--- config.mk ---
export PLATFORM = sky130hd
export DESIGN_NAME = trial_division_primality
export DESIGN_NICKNAME = d
export VERILOG_FILES = /design/src/rtl/trd_pkg.sv /design/src/rtl/trial_division_primality.sv /design/src/rtl/trd_div.sv
export SDC_FILE = /design/constraint.sdc
export NUM_CORES = 1
export LEC_CHECK = 0
export BUFFER_PORTS_ARGS = -buffer_cell sky130_fd_sc_hd__buf_4
export CORE_MARGIN = 1
export CORE_UTILIZATION = 35
export CTS_CLUSTER_DIAMETER = 30
export DETAILED_ROUTE_END_ITERATION = 12
export PLACE_DENSITY = 0.56
export SYNTH_ARGS = -nofsm -noshare
export SYNTH_HDL_FRONTEND = slang
export SYNTH_SLANG_ARGS = --single-unit
--- constraint.sdc ---
create_clock -name clk -period 4.75 [get_ports clk]
set_input_delay 1.425 -clock clk [delete_from_list [all_inputs] [get_ports clk]]
set_output_delay 1.425 -clock clk [all_outputs]
set_load 0.02 [all_outputs]
--- src/rtl/trd_pkg.sv ---
package trd_pkg;

  localparam int VALUE_BITS = 31;
  localparam int CNT_BITS   = $clog2(VALUE_BITS);

  typedef logic [VALUE_BITS-1:0] value_t;

  typedef enum logic [1:0] {
    ST_IDLE,
    ST_DIVIDE,
    ST_DECIDE,
    ST_REPORT
  } state_t;

  typedef struct packed {
    logic   done;
    value_t quotient;
    value_t remainder;
  } div_res_t;

endpackage

--- src/rtl/trial_division_primality.sv ---
// Trial-division primality test.
//
// Input channel: candidate with in_valid / in_stall. A word is taken when
// in_valid is high and in_stall is low. in_stall stays high from the cycle
// after a word is taken until its result is loaded into the output register.
// Output channel: is_prime and bad_input with out_valid / out_stall. The
// result sits in an output register until the receiver drops out_stall; the
// next candidate may be taken while it waits there.
// Candidates 0 and 1 go straight to the result without division. Otherwise
// each trial divisor takes one run of the shared bit-serial divider, which
// yields quotient and remainder together, then a step for its done flag and one
// to decide; divisors run from 2 up to about sqrt(candidate).
// A zero candidate raises bad_input with is_prime low.
// Reset (rst, synchronous) returns to idle and drops out_valid; a test in
// progress is abandoned. While the receiver stalls, a finished test waits
// before its result is loaded, and the input stays stalled.
module trial_division_primality (
  input  logic            clk,
  input  logic            rst,
  input  logic            in_valid,
  output logic            in_stall,
  input  trd_pkg::value_t candidate,
  output logic            out_valid,
  input  logic            out_stall,
  output logic            is_prime,
  output logic            bad_input
);
  import trd_pkg::*;

  state_t   state;
  state_t   state_next;
  value_t   n;
  value_t   d;
  logic     prime_r;
  logic     bad_r;
  logic     accept;
  logic     below_two;
  logic     div_start;
  logic     out_load;
  logic     out_free;
  logic     past_bound;
  logic     divides;
  logic     kick;
  logic     start_any;
  div_res_t div_res;

  assign accept     = in_valid & ~in_stall;
  assign below_two  = (candidate < value_t'(2));
  assign out_free   = ~out_valid | ~out_stall;
  assign past_bound = (d > div_res.quotient);
  assign divides    = (div_res.remainder == '0);
  assign start_any  = div_start | kick;

  trd_div u_div (
    .clk      (clk),
    .rst      (rst),
    .start    (start_any),
    .dividend (n),
    .divisor  (d),
    .res      (div_res)
  );

  always_comb begin
    state_next = state;
    case (state)
      ST_IDLE: begin
        if (accept) begin
          state_next = below_two ? ST_REPORT : ST_DIVIDE;
        end
      end
      ST_DIVIDE: begin
        if (div_res.done) begin
          state_next = ST_DECIDE;
        end
      end
      ST_DECIDE: begin
        state_next = (past_bound || divides) ? ST_REPORT : ST_DIVIDE;
      end
      ST_REPORT: begin
        if (out_free) begin
          state_next = ST_IDLE;
        end
      end
      default: state_next = ST_IDLE;
    endcase
  end

  always_comb begin
    in_stall  = 1'b1;
    div_start = 1'b0;
    out_load  = 1'b0;
    case (state)
      ST_IDLE:   in_stall = 1'b0;
      ST_DIVIDE: div_start = 1'b0;
      ST_DECIDE: div_start = ~(past_bound | divides);
      ST_REPORT: out_load = out_free;
      default:   in_stall = 1'b1;
    endcase
  end

  always_ff @(posedge clk) begin
    if (rst) begin
      state     <= ST_IDLE;
      out_valid <= 1'b0;
    end else begin
      state <= state_next;
      if (out_load) begin
        out_valid <= 1'b1;
      end else if (~out_stall) begin
        out_valid <= 1'b0;
      end
    end
  end

  // first division starts in the cycle after the word is taken
  always_ff @(posedge clk) begin
    if (rst) begin
      kick <= 1'b0;
    end else begin
      kick <= accept & ~below_two;
    end
  end

  always_ff @(posedge clk) begin
    if (accept) begin
      n       <= candidate;
      d       <= value_t'(2);
      prime_r <= 1'b0;
      bad_r   <= (candidate == '0);
    end else if (state == ST_DECIDE) begin
      if (past_bound) begin
        prime_r <= 1'b1;
      end else if (~divides) begin
        d <= d + value_t'(1);
      end
    end
    if (out_load) begin
      is_prime  <= prime_r;
      bad_input <= bad_r;
    end
  end

endmodule

--- src/rtl/trd_div.sv ---
module trd_div (
  input  logic            clk,
  input  logic            rst,
  input  logic            start,
  input  trd_pkg::value_t dividend,
  input  trd_pkg::value_t divisor,
  output trd_pkg::div_res_t res
);
  import trd_pkg::*;

  localparam logic [CNT_BITS-1:0] LAST_STEP = CNT_BITS'(VALUE_BITS - 1);

  value_t              quo;
  value_t              rem;
  logic [CNT_BITS-1:0] cnt;
  logic                busy;
  logic                done;
  logic [VALUE_BITS:0] trial;
  logic [VALUE_BITS:0] diff;
  logic                fits;

  always_comb begin
    trial = {rem, quo[VALUE_BITS-1]};
    diff  = trial - {1'b0, divisor};
    fits  = ~diff[VALUE_BITS];
  end

  always_ff @(posedge clk) begin
    if (rst) begin
      busy <= 1'b0;
      done <= 1'b0;
      cnt  <= '0;
    end else begin
      done <= 1'b0;
      if (start) begin
        busy <= 1'b1;
        cnt  <= '0;
      end else if (busy) begin
        cnt <= cnt + 1'b1;
        if (cnt == LAST_STEP) begin
          busy <= 1'b0;
          done <= 1'b1;
        end
      end
    end
  end

  always_ff @(posedge clk) begin
    if (start) begin
      quo <= dividend;
      rem <= '0;
    end else if (busy) begin
      // shift one dividend bit in, subtract when it fits
      quo <= {quo[VALUE_BITS-2:0], fits};
      rem <= fits ? diff[VALUE_BITS-1:0] : trial[VALUE_BITS-1:0];
    end
  end

  assign res.done      = done;
  assign res.quotient  = quo;
  assign res.remainder = rem;

endmodule

### Word-level counts from Yosys, hierarchy flattened

Cells that the tools add are included.

* register bits after elaboration: 139
* output and inout bits: 4

* bitwise logic cells: 13
* order comparisons: 2
* equal/unequal tests: 8
* $add $sub $neg: 3
* reduce and logical (&&, ||, !) cells: 10
* mux-type cells: 18

Operator list (count)
* $mux 31: 3
* $logic_not 31->1: 2
* $sub 32x31->32: 1
* $add 31x1->31 const B: 1
* $gt 31x31->1: 1
* $lt 31x2->1 const B: 1
* $mux 2: 5
* $mux 1: 9
* $not 1->1: 8
* $pmux 2 s4: 1
* $reduce_and 3->1: 2
* $add 5x1->5 const B: 1
* $eq 5x5->1 const B: 1
* $eq 2x2->1 const B: 2
* $ne 2x1->1 const B: 2
* $ne 2x2->1 const B: 2
* $or 1x1->1: 3
* $reduce_or 3->1: 1
* $and 1x1->1: 2
* $eq 2x1->1 const B: 1
* $logic_not 2->1: 1
* $reduce_and 2->1: 1
* $reduce_bool 2->1: 1
* $reduce_or 2->1: 1
* $logic_or 1x1->1: 1

### Logic depth before layout (Yosys ltp)

Gate-level depths: netlist (run 1).

* depth after elaboration: 6
* depth in mapped cells: 15

### Hierarchy

Synthesis (run 1) repeated with hierarchy kept, for this count alone.

* cells, all modules: 921
* area, all modules: 8749.6 um^2

By module, submodules not included
* trd_div: cells each 519, area each 4878.4 um^2, sequential area each 1691.6 um^2, times used 1
* trial_division_primality: cells each 402, area each 3871.2 um^2, sequential area each 1741.7 um^2, times used 1

### Worst setup path after synthesis (run 1)

OpenSTA, ideal clock, no wires.

* kind: register -> register
* start point: reg u_div.quo[28]
* end point: reg u_div.quo[0] (enable)
* data arrival time: 2871 ps
* stages on the path, launching flop included: 11
* path slack: 1490 ps
* period minus slack after synthesis: 3260 ps
* path through: edfxtp_1 -> inv_1 -> ha_1 -> a21o_1 -> a21o_1 -> a221oi_1 -> o21ai_0 -> o31a_1 -> a21oi_2 -> nor2_1 -> nand2_1

* word-level cells in the longest chain between the ends: 6

RTL lines
* start, declared: RTL line trd_div.sv:13 `value_t quo;`
* start signal, assigned: RTL line trd_div.sv:50 `quo <= dividend;`
* start signal, assigned: RTL line trd_div.sv:54 `quo <= {quo[VALUE_BITS-2:0], fits};`
* $gt 31x31->1: RTL line trial_division_primality.sv:50 `assign past_bound = (d > div_res.quotient);`
* $or 1x1->1: RTL line trial_division_primality.sv:95 `ST_DECIDE: div_start = ~(past_bound | divides);`
* $not 1->1: RTL line trial_division_primality.sv:95
* $mux 1: RTL line trial_division_primality.sv:92 `case (state)`
* $or 1x1->1: RTL line trial_division_primality.sv:52 `assign start_any = div_start | kick;`
* $reduce_bool 2->1 (no line)

Every way passes these cells.
A chain may end at the register's enable or synchronous reset.

### Final worst setup path (run 1)

* start point: reg d[20]
* end point: reg u_div.quo[7], data pin

* word-level cells in the longest chain between the ends: 6

RTL lines
* start, declared: RTL line trial_division_primality.sv:33 `value_t d;`
* start signal, assigned: RTL line trial_division_primality.sv:127 `d <= value_t'(2);`
* start signal, assigned: RTL line trial_division_primality.sv:134 `d <= d + value_t'(1);`
* $gt 31x31->1: RTL line trial_division_primality.sv:50
* $or 1x1->1: RTL line trial_division_primality.sv:95
* $not 1->1: RTL line trial_division_primality.sv:95
* $mux 1: RTL line trial_division_primality.sv:92
* $or 1x1->1: RTL line trial_division_primality.sv:52
* $mux 31: RTL line trd_div.sv:49 `if (start) begin`

Every way passes these cells.

==> impl_metrics.py, run 1 <==
metrics = {
    "placed_design": {
        "hpwl_microns": 14100,
        "io_buffers": 38,
        "detailedPlace.worstSlack_ps": 1040,
        "place_area_sq_mm": 0.00866,
        "dp.cells": 1177,
        "place_congestion": 0.864,
    },
    "power": {
        "swShare_pct": 37.6,
        "switchingPower_mw": 1.90,
        "ir_drop_mv": 0.266,
        "p_seq_share_pct": 31.1,
        "p_leak_nw": 3.67,
        "power.density_mw_per_mm2": 546,
        "pwr-share-clk_pct": 27.7,
        "p_int_mw": 3.16,
        "comb_power_share_pct": 41.2,
    },
    "final_layout": {
        "drive_gt1_share_pct": 10.2,
        "final_area_sq_mm": 0.00928,
        "final_cells": 1209,
        "fillers": 2257,
        "finalNetCount": 1012,
        "diodes": 0,
        "syn_to_final_growth_pct": 14.2,
    },
    "yosys": {
        "synth_cells": 878,
        "yosys_warnings": 0,
        "synthFlopType": "dfxtp_1",
        "synth.distinct_cells": 68,
        "syn_area_per_cell_sq_um": 9.25,
        "netlist_area_sq_mm": 0.00813,
        "syn_nets": 979,
        "synth-edff-count": 65,
        "ys_seq_elements": 139,
        "ys_async_sr_fraction_pct": 0,
        "ys_seq_area_share_pct": 42.3,
    },
    "cts": {
        "cts.reportedPaths.clkPinSlew_ps": 60,
        "htreeDepth": 4,
        "ctsLongestPathBuffers": 2,
        "cts_buffers": 17,
        "cts-root-buf": "clkbuf_16",
        "clock-sinks": 139,
        "cts_repair_resize_count": 0,
        "clock_latency_ps": 430,
        "ctsHoldBuffers": 0,
        "cts_tree": "yes",
        "cts_setup_buffers": 0,
    },
    "route": {
        "drc_errors": 0,
        "vias": 6391,
        "ant_nets": 0,
        "wl_per_cell_microns": 16.1,
        "drt_iter0_drc": 417,
        "wl_microns": 19400,
        "viasPerCell": 5.29,
        "firstDrtPassIters": 5,
    },
    "worst_setup_path": {
        "cp-start-kind": "flip-flop",
        "cp_max_fo": 38,
        "crit_path_end_kind": "flip-flop",
        "critPathRequiredTime_ps": 4920,
        "arrival_ps": 3890,
        "crit_type": "reg2reg",
    },
    "timing": {
        "period_needed_ps": 3720,
        "clock.fmax_mhz": 269,
        "worstMarginPinSlew_ps": 1120,
        "setup_viol_count_final": 0,
        "worst_hold_slack_ps": 435,
        "fin_ws_ps": 1030,
        "hold_viol_final": 0,
        "tns_ps": 0,
        "rsz0062_at_grt": "no",
        "finalCritPeriodShare_pct": 78.4,
        "finalClockSkew_ps": 10.1,
        "slew_viol_final": 0,
        "relSlewSlack_pct": 25.2,
    },
    "floorplan": {
        "die_w_microns": 154,
        "fp.dieH_microns": 154,
        "start_util_pct": 35.8,
        "dieArea_sq_mm": 0.0238,
        "core-area_sq_mm": 0.0227,
        "rows": 55,
        "ios": 39,
    },
    "run": {
        "max-cap-violations": 0,
    },
    "grt": {
        "grt_use_total_pct": 17.0,
        "grt_max_degree": 66,
        "overflow": 0,
        "grt_pass1_wl_microns": 31500,
        "antenna_found_initial": 0,
        "grt_pass1_vias": 6020,
    },
    "worst_hold_path": {
        "hold_path_class": "reg2reg",
    },
    "run_status": {
        "status": "completed",
    },
}
## registers in the layout (all words and copies together) (netlist names)
name        cells
u_div.quo      31
bad_r           1
prime_r         1
n              31
d              31
state           2
u_div.busy      1
is_prime        1
u_div.done      1
kick            1
out_valid       1
bad_input       1
u_div.rem      31
u_div.cnt       5
## synth_stat cells, types with 2 or more instances
cell / n / area share [%]
o31ai_1: 3 / 0.28
dfxtp_1: 74 / 18
and2_1: 2 / 0.15
or3_1: 3 / 0.23
nand3_1: 26 / 1.6
ha_1: 65 / 10
xor2_1: 9 / 0.97
o21ai_1: 7 / 0.43
a211o_1: 3 / 0.32
o21bai_1: 3 / 0.28
nand2b_1: 5 / 0.38
nor2b_1: 4 / 0.31
o211ai_1: 8 / 0.74
and4_1: 8 / 0.86
o2111ai_1: 3 / 0.32
a31oi_1: 4 / 0.31
edfxtp_1: 65 / 24
nand4_1: 27 / 2.1
o21ai_0: 51 / 3.1
nor2_1: 82 / 3.8
nor4_1: 18 / 1.4
nand2_1: 86 / 4.0
a211oi_1: 26 / 2.4
inv_1: 75 / 3.5
o21a_1: 7 / 0.65
a21oi_2: 2 / 0.22
mux2i_1: 20 / 2.5
nor3_1: 12 / 0.74
a311oi_1: 3 / 0.32
a21o_1: 15 / 1.4
buf_2: 11 / 0.68
clkbuf_1: 17 / 0.79
and3_1: 5 / 0.38
a221oi_1: 3 / 0.32
a21oi_1: 46 / 2.8
buf_12: 2 / 0.49
xnor2_1: 47 / 5.1
## path summary, 6_finish.rpt
path	start	endpoint	slack (ps)	cells past startpoint
worst max-delay path	d[20]$_SDFFE_PP0P_	u_div.quo[7]$_DFFE_PP_	1030	10
worst min-delay path	bad_r$_DFFE_PP_	bad_input$_DFFE_PP_	430	0
worst max register to register	d[20]$_SDFFE_PP0P_	u_div.quo[7]$_DFFE_PP_	1030	10
worst min register to register	bad_r$_DFFE_PP_	bad_input$_DFFE_PP_	430	0
## power by group through the flow
stage          registers, mW  clock network (mW)  logic, mW
3_3_place_gp            1.60                   0       2.07
6_report                1.57                1.40       2.08
5_1_grt                 1.60                1.48       2.33
4_1_cts                 1.57                1.43       2.08
2_1_floorplan           1.54                   0       1.80
3_5_place_dp            1.60                   0       2.06
## metrics by stage
stage / util, % / power, mW
2_1_floorplan: - / 3.34
3_3_place_gp: 38.2 / 3.67
3_5_place_dp: 38.2 / 3.66
4_1_cts: 40.9 / 5.08
5_1_grt: 40.9 / 5.41
6_report: 40.9 / 5.06
## logic make-up (layout without fill, tap and decap cells)
logic type	count (synthesis)	in the layout	share of synthesized area (%)
xor gates and xnor gates	56	56	6.04
adders and majority gates	66	66	10.3
and+or+nand+nor	286	286	16.8
DFF	139	139	42.3
buffers and inverters	110	156	5.93
AOI/OAI and AO/OA	200	200	16.1
muxes	21	21	2.65
## critical path: stages, from the launching register on
cell      delay (ps)
dfxtp_1          420
ha_1             290
a21oi_1          140
o21ai_0          110
a221oi_1         470
o21ai_0          170
o31a_1           340
a21oi_2          410
or2_2            630
buf_4            360
o21ai_0          110
## placed cells by master (no fill, tap or decap), types with 12 or more instances in the layout
cell	count
nor2_1	82
a211oi_1	26
clkbuf_16	17
nand2_1	86
mux2i_1	20
a21o_1	15
dfxtp_1	73
inv_1	74
ha_1	65
nor3_1	12
o21ai_0	51
edfxtp_1	65
nor4_1	18
nand3_1	26
a21oi_1	46
xnor2_1	47
buf_4	47
nand4_1	27
## cell type report
| class | count | area, sq um | share of cell area (%) |
|---|---|---|---|
| tap | 285 | 357 | 3.84 |
| sequential | 139 | 3430 | 37.0 |
| inverter | 76 | 285 | 3.07 |
| clock buffer | 17 | 425 | 4.59 |
| clock inverter | 15 | 188 | 2.02 |
| multi-input combinational | 629 | 4220 | 45.4 |
| timing repair buffer | 48 | 373 | 4.02 |
## layer usage
metal / track usage [%] / part of all wire, % / up-vias
li1: - / - / 3236
met3: 3.25 / 3.3 / 23
met4: 4.24 / 1.4 / 0
met1: 23.2 / 49 / 3027
met5: 0 / 0 / -
met2: 27.5 / 46 / 105
Note: power is estimated with default switching activity, not from simulation.
==> run 2: changes to the inputs <==
- ABC_AREA: default -> 1
- PLACE_DENSITY: 0.56 -> 0.58
- clock period: 4.75 -> 3.08 ns (I/O delays scaled with it)
==> run 2 against run 1 <==
Against the previous run:
- design area grew 22%
- count of clock-buffer cells in the layout grew 1
- synthesized cell count grew 68%
- core utilization shrank 0.22 points
- maximum frequency grew 32%
- critical path depth grew 3
- register-to-register slack lost 770 ps
- die area grew 23%
- sequential share of layout area shrank 6.8 points
- clock power grew 55%
- critical path type unchanged
- largest power group unchanged
==> impl_metrics.py, run 2 <==
metrics = {
    "run_status": {
        "status": "completed",
    },
    "route": {
        "drc_errors": 0,
        "drt_iter0_drc": 648,
        "viasPerCell": 4.98,
        "vias": 9436,
        "wl_per_cell_microns": 15.0,
        "wl_microns": 28500,
        "ant_nets": 0,
        "firstDrtPassIters": 5,
    },
    "worst_setup_path": {
        "crit_type": "reg2reg",
        "cp_max_fo": 20,
        "crit_path_end_kind": "flip-flop",
        "arrival_ps": 3190,
        "ff2ff_path_depth": 13,
        "critPathRequiredTime_ps": 3450,
        "ff2ff_setup_slack_ps": 250,
        "cp-start-kind": "flip-flop",
        "r2r-end": "u_div.rem[0]$_SDFFE_PP0P_",
        "rr_startpoint": "d[26]$_SDFFE_PP0P_",
    },
    "yosys": {
        "synthFlopType": "dfxtp_1",
        "synthTopCellsByCount": "nand2_1 (503), inv_1 (213), nand3_1 (113)",
        "synthXorXnorAreaFrac_pct": 3.77,
        "yosys_warnings": 0,
        "synth_fa_ha_area_share_pct": 8.34,
        "syn_nets": 1572,
        "post-synth-top-area-cell": "edfxtp_1",
        "synth_top_family_by_area": "simple AND/OR/NAND/NOR gates",
        "synth_area_leaders": "edfxtp_1 (20%), nand2_1 (19%), dfxtp_1 (15%), ha_1 (8.1%), inv_1 (8.0%)",
        "synth_compound_area_share_pct": 5.44,
        "synthMuxAreaShare_pct": 0,
        "netlist_area_sq_mm": 0.00999,
        "synth.distinct_cells": 36,
        "synth-edff-count": 65,
        "synth_cells": 1471,
        "yosys.area_share.simple_pct": 37.7,
        "synthMostInstantiatedCell": "nand2_1",
        "ys_seq_area_share_pct": 34.4,
        "syn_area_per_cell_sq_um": 6.79,
        "synth.top_cell.area_share_pct": 19.5,
        "ys_seq_elements": 139,
        "ys_async_sr_fraction_pct": 0,
    },
    "cts": {
        "cts_tree": "yes",
        "ctsLongestPathBuffers": 2,
        "clock-sinks": 139,
        "cts.reportedPaths.clkPinSlew_ps": 70,
        "htreeDepth": 4,
        "clock_latency_ps": 430,
        "cts_setup_buffers": 0,
        "cts_buffers": 17,
        "cts-root-buf": "clkbuf_16",
    },
    "timing": {
        "finalCritPeriodShare_pct": 91.7,
        "tns_ps": 0,
        "period_needed_ps": 2830,
        "relSlewSlack_pct": 66.6,
        "fin_ws_ps": 255,
        "clock.fmax_mhz": 354,
        "rsz0062_at_grt": "no",
        "setup_viol_count_final": 0,
        "slew_viol_final": 0,
        "worst_hold_slack_ps": 423,
        "hold_viol_final": 0,
        "finalClockSkew_ps": 15.8,
        "worstMarginPinSlew_ps": 497,
    },
    "worst_hold_path": {
        "min_to": "bad_input$_DFFE_PP_",
        "min_from": "bad_r$_DFFE_PP_",
        "holdPathStages": 0,
        "hold_path_class": "reg2reg",
    },
    "final_layout": {
        "final_cell_mix": "nand2_1 (503), inv_1 (213), nand3_1 (113)",
        "diodes": 0,
        "syn_to_final_growth_pct": 13.7,
        "final_common_cell": "nand2_1",
        "drive_gt1_share_pct": 7.72,
        "fillers": 2953,
        "finalNetCount": 1603,
    },
    "power": {
        "p_leak_nw": 5.53,
        "swShare_pct": 52.6,
        "p_seq_share_pct": 19.2,
        "power.density_mw_per_mm2": 1240,
        "pwr-share-clk_pct": 15.4,
        "switchingPower_mw": 7.43,
        "ir_drop_mv": 0.546,
        "comb_power_share_pct": 65.5,
        "p_int_mw": 6.70,
    },
    "floorplan": {
        "core-area_sq_mm": 0.0279,
        "fp.dieH_microns": 171,
        "start_util_pct": 35.8,
        "ios": 39,
        "dieArea_sq_mm": 0.0292,
        "die_w_microns": 171,
        "rows": 61,
    },
    "placed_design": {
        "io_buffers": 38,
        "place_congestion": 0.962,
        "detailedPlace.worstSlack_ps": 224,
        "hpwl_microns": 21900,
    },
    "run": {
        "max-cap-violations": 0,
    },
    "grt": {
        "overflow": 0,
        "antenna_found_initial": 0,
        "grt_max_degree": 63,
        "grt_pass1_wl_microns": 46300,
        "grt_use_total_pct": 20.4,
        "grt_pass1_vias": 8897,
    },
}
## run 2: cell types whose count changed after synthesis, sizes merged, moves of 15 or more
cell    delta
a211oi    -27
o21ai     -25
nand4     +54
nand3     +90
inv      +143
xor2      +32
mux2i     -20
nor3      +15
nand2    +431
xnor2     -45
## run 2: stage by stage
step	instances	util, %	total power, mW	instance area (sq um)
after global placement	1861	38.4	11.8	10700
after global routing	1893	40.6	15.5	11400
after CTS	1893	40.6	14.1	11300
after floorplan	1471	-	9.70	9990
after detailed placement	1861	38.4	11.8	10700
final	1893	40.6	14.1	11400
## run 2: cell families (layout without fill, tap and decap cells)
family                     count (synthesis)  count (layout)
AOI/OAI and AO/OA                        102             102
DFF                                      139             139
and+or+nand+nor                          858             858
xor gates and xnor gates                  43              43
adders and majority gates                 66              66
buffers and inverters                    263             307
## run 2: final cells by class
| type | count | area (sq um) | area share (%) |
|---|---|---|---|
| Inverter | 218 | 818 | 7.21 |
| Clock inverter | 14 | 185 | 1.63 |
| Tap cell | 378 | 473 | 4.17 |
| Clock buffer | 18 | 429 | 3.78 |
| Multi-Input combinational cell | 1069 | 5540 | 48.8 |
| Sequential cell | 139 | 3430 | 30.2 |
| Timing Repair Buffer | 57 | 478 | 4.21 |
## run 2: worst max-delay path: stages, from the launching register on
cell and delay, ps:
dfxtp_1 500, inv_1 140, ha_1 400, a21oi_1 230, nand2_1 130, nand2_1 80
nand2_1 80, a21oi_4 220, nand3_4 290, nand2_8 270, nand2_1 190, nand2_1 100
nand3_1 70, nand2_1 70
## run 2: power by group through the flow
stage / registers, mW / logic (mW) / clock network [mW]
3_3_place_gp: 2.74 / 9.10 / 0
3_5_place_dp: 2.74 / 9.08 / 0
5_1_grt: 2.75 / 10.5 / 2.29
6_report: 2.71 / 9.25 / 2.17
2_1_floorplan: 2.65 / 7.05 / 0
4_1_cts: 2.71 / 9.16 / 2.22
## run 2: per-layer routing
metal | part of all wire (%) | GRT usage [%]
met2 | 46 | 34.1
met3 | 3.7 | 2.50
met4 | 3.5 | 8.73
met1 | 46 | 26.6
met5 | 0 | 0
## run 2: worst max-delay path by stage
stage                                  startpoint                         to  slack, ps  cells past startpoint
after floorplan           u_div.quo[30]$_DFFE_PP_     u_div.quo[0]$_DFFE_PP_        260                     13
after detailed placement       d[22]$_SDFFE_PP0P_  u_div.rem[0]$_SDFFE_PP0P_        220                     15
final                          d[26]$_SDFFE_PP0P_  u_div.rem[0]$_SDFFE_PP0P_        250                     13
after global routing           d[22]$_SDFFE_PP0P_  u_div.rem[0]$_SDFFE_PP0P_         20                     15
after global placement         d[26]$_SDFFE_PP0P_  u_div.rem[0]$_SDFFE_PP0P_        190                     14
after CTS                      d[26]$_SDFFE_PP0P_  u_div.rem[0]$_SDFFE_PP0P_        200                     13
## run 2: timing repair
action,CTS,global route
hold buffers,0,0
resized for setup,0,1
endpoints found under the setup margin,0,1
==> run 3: changes to the inputs <==
- CORE_UTILIZATION: 35 -> 50
- PLACE_DENSITY: 0.58 -> 0.75
==> run 3 against run 2 <==
Against the previous run:
- maximum frequency decreased by 1.3%
- sequential power about the same
- clock skew decreased by 1.9 ps
- global-route usage increased by 7.2 points
- via count increased by 1.2%
- count of clock-buffer cells in the layout unchanged
- worst hold slack improved by 13 ps
- flip-flop and latch count unchanged
- worst setup slack got worse by 36 ps
- largest cell class unchanged
- largest power group unchanged
==> impl_metrics.py, run 3 (synthesis results as in run 2) <==
metrics = {
    "worst_setup_path": {
        "rr_startpoint": "d[26]$_SDFFE_PP0P_",
        "cp_top_family": "simple AND/OR/NAND/NOR gates",
        "cp-start-kind": "flip-flop",
        "path_cells": "inv_1 -> ha_1 -> a21oi_1 -> nand2_1 -> nand2_1 -> nand2_1 -> a21oi_4 -> nand3_4 -> nand2_4 -> nand2_1 -> nand2_1 -> nand3_1 -> nand2_1",
        "cp.buffers_inverters": 1,
        "slowest_delay_ps": 460,
        "crit_top_cell": "nand2_1",
        "crit_type": "reg2reg",
        "cp_slowest_cell": "dfxtp_1",
        "cp_max_fo": 20,
        "crit_path_end_kind": "flip-flop",
        "arrival_ps": 3220,
        "critPathRequiredTime_ps": 3440,
        "crit_start": "d[26]$_SDFFE_PP0P_",
    },
    "route": {
        "drt_iter0_drc": 895,
        "viasPerCell": 5.38,
        "wl_per_cell_microns": 15.1,
        "wl_microns": 26800,
        "ant_nets": 0,
        "drc_errors": 0,
        "vias": 9549,
        "firstDrtPassIters": 6,
    },
    "timing": {
        "slew_viol_final": 0,
        "rsz0062_at_grt": "no",
        "tns_ps": 0,
        "fin_ws_ps": 219,
        "period_needed_ps": 2860,
        "clock.fmax_mhz": 350,
        "worstMarginPinSlew_ps": 675,
        "relSlewSlack_pct": 55.0,
        "finalCritPeriodShare_pct": 92.9,
        "hold_viol_final": 0,
        "finalClockSkew_ps": 13.8,
        "setup_viol_count_final": 0,
    },
    "grt": {
        "met3_usage_pct": 3.17,
        "met2_usage_pct": 47.6,
        "overflow": 0,
        "grt.busiest_layer": "met2",
        "met1_usage_pct": 34.5,
        "grt_max_degree": 63,
        "grt_pass1_vias": 9081,
        "antenna_found_initial": 0,
        "grt_use_total_pct": 27.6,
        "grt_pass1_wl_microns": 43800,
    },
    "power": {
        "p_int_mw": 6.48,
        "switchingPower_mw": 7.26,
        "comb_power_share_pct": 66.0,
        "power.density_mw_per_mm2": 1240,
        "pwr-share-clk_pct": 14.3,
        "p_leak_nw": 5.46,
        "ir_drop_mv": 0.525,
        "p_seq_share_pct": 19.7,
        "swShare_pct": 52.8,
    },
    "final_layout": {
        "diodes": 0,
        "drive_gt1_share_pct": 7.36,
        "final_util_pct": 56.8,
        "final_cell_mix": "nand2_1 (503), inv_1 (213), nand3_1 (113)",
        "finalNetCount": 1597,
        "final_common_cell": "nand2_1",
        "final_cells": 1774,
        "syn_to_final_growth_pct": 11.1,
    },
    "floorplan": {
        "core-area_sq_mm": 0.0195,
        "ios": 39,
        "die_w_microns": 143,
        "rows": 51,
        "start_util_pct": 51.1,
        "dieArea_sq_mm": 0.0205,
        "fp.dieH_microns": 143,
    },
    "placed_design": {
        "place_congestion": 0.954,
        "dp.cells": 1742,
        "hpwl_microns": 20400,
        "io_buffers": 38,
        "detailedPlace.worstSlack_ps": 301,
    },
    "run_status": {
        "status": "completed",
    },
    "cts": {
        "cts_tree": "yes",
        "cts_buffers": 17,
        "cts.reportedPaths.clkPinSlew_ps": 60,
        "clock-sinks": 139,
        "cts_setup_buffers": 0,
        "cts_repair_resize_count": 0,
        "ctsHoldBuffers": 0,
        "clock_latency_ps": 430,
        "ctsLongestPathBuffers": 2,
        "htreeDepth": 4,
        "cts-root-buf": "clkbuf_16",
    },
    "worst_hold_path": {
        "hold_path_class": "reg2reg",
        "min_from": "bad_r$_DFFE_PP_",
    },
    "run": {
        "max-cap-violations": 0,
    },
}
run 3: cell types whose count changed in the layout (fill, tap and decap cells not counted):
cell	before	now
clkinv_4	1	3
bufinv_16	3	1
nand2_8	1	0
buf_4	53	48
nand2_4	5	6
inv_6	5	3
clkinvlp_2	0	1
buf_12	4	3
clkinvlp_4	2	4
clkinv_2	1	0
run 3: layer usage:
layer / wire length, microns / up-vias / part of all wire, %
li1: - / 4825 / -
met1: 11700 / 4369 / 44
met2: 12800 / 293 / 48
met3: 1310 / 62 / 4.9
met4: 926 / 0 / 3.5
met5: 0 / - / 0
run 3: path summary, 6_finish.rpt:
path	to	slack [ps]	cells past startpoint
max	u_div.rem[0]$_SDFFE_PP0P_	220	13
min	bad_input$_DFFE_PP_	440	0
max reg2reg	u_div.rem[0]$_SDFFE_PP0P_	220	13
min reg2reg	bad_input$_DFFE_PP_	440	0
run 3: worst reg2reg max path, cell delays in order, from the launching register on:
cell and delay (ps):
dfxtp_1 460, inv_1 150, ha_1 400, a21oi_1 230, nand2_1 100, nand2_1 70, nand2_1 90, a21oi_4 230
nand3_4 260, nand2_4 340, nand2_1 220, nand2_1 100, nand3_1 80, nand2_1 80
run 3: metrics by stage:
stage               area (sq um)  power [mW]  hold WS [ps]
finish                     11100        13.7           437
global route               11100        15.1           441
CTS                        11100        13.7           436
detailed placement         10500        11.6           419
global placement           10500        11.6           418
floorplan                   9990        9.70           400
run 3: layout make-up:
class                           instances  area [sq um]
Inverter                              218           818
Tap cell                              265           332
Fill cell                            1909          8430
Sequential cell                       139          3430
Multi-Input combinational cell       1069          5530
Clock inverter                         14           140
Timing Repair Buffer                   51           420
Clock buffer                           18           429
run 3: power groups by stage:
| stage | Clock [mW] | Combinational (mW) | Sequential, mW |
|---|---|---|---|
| final | 1.96 | 9.07 | 2.71 |
| after global routing | 2.06 | 10.3 | 2.75 |
| after CTS | 2.00 | 8.99 | 2.70 |
| after detailed placement | 0 | 8.91 | 2.74 |
| after global placement | 0 | 8.84 | 2.73 |
| after floorplan | 0 | 7.05 | 2.65 |
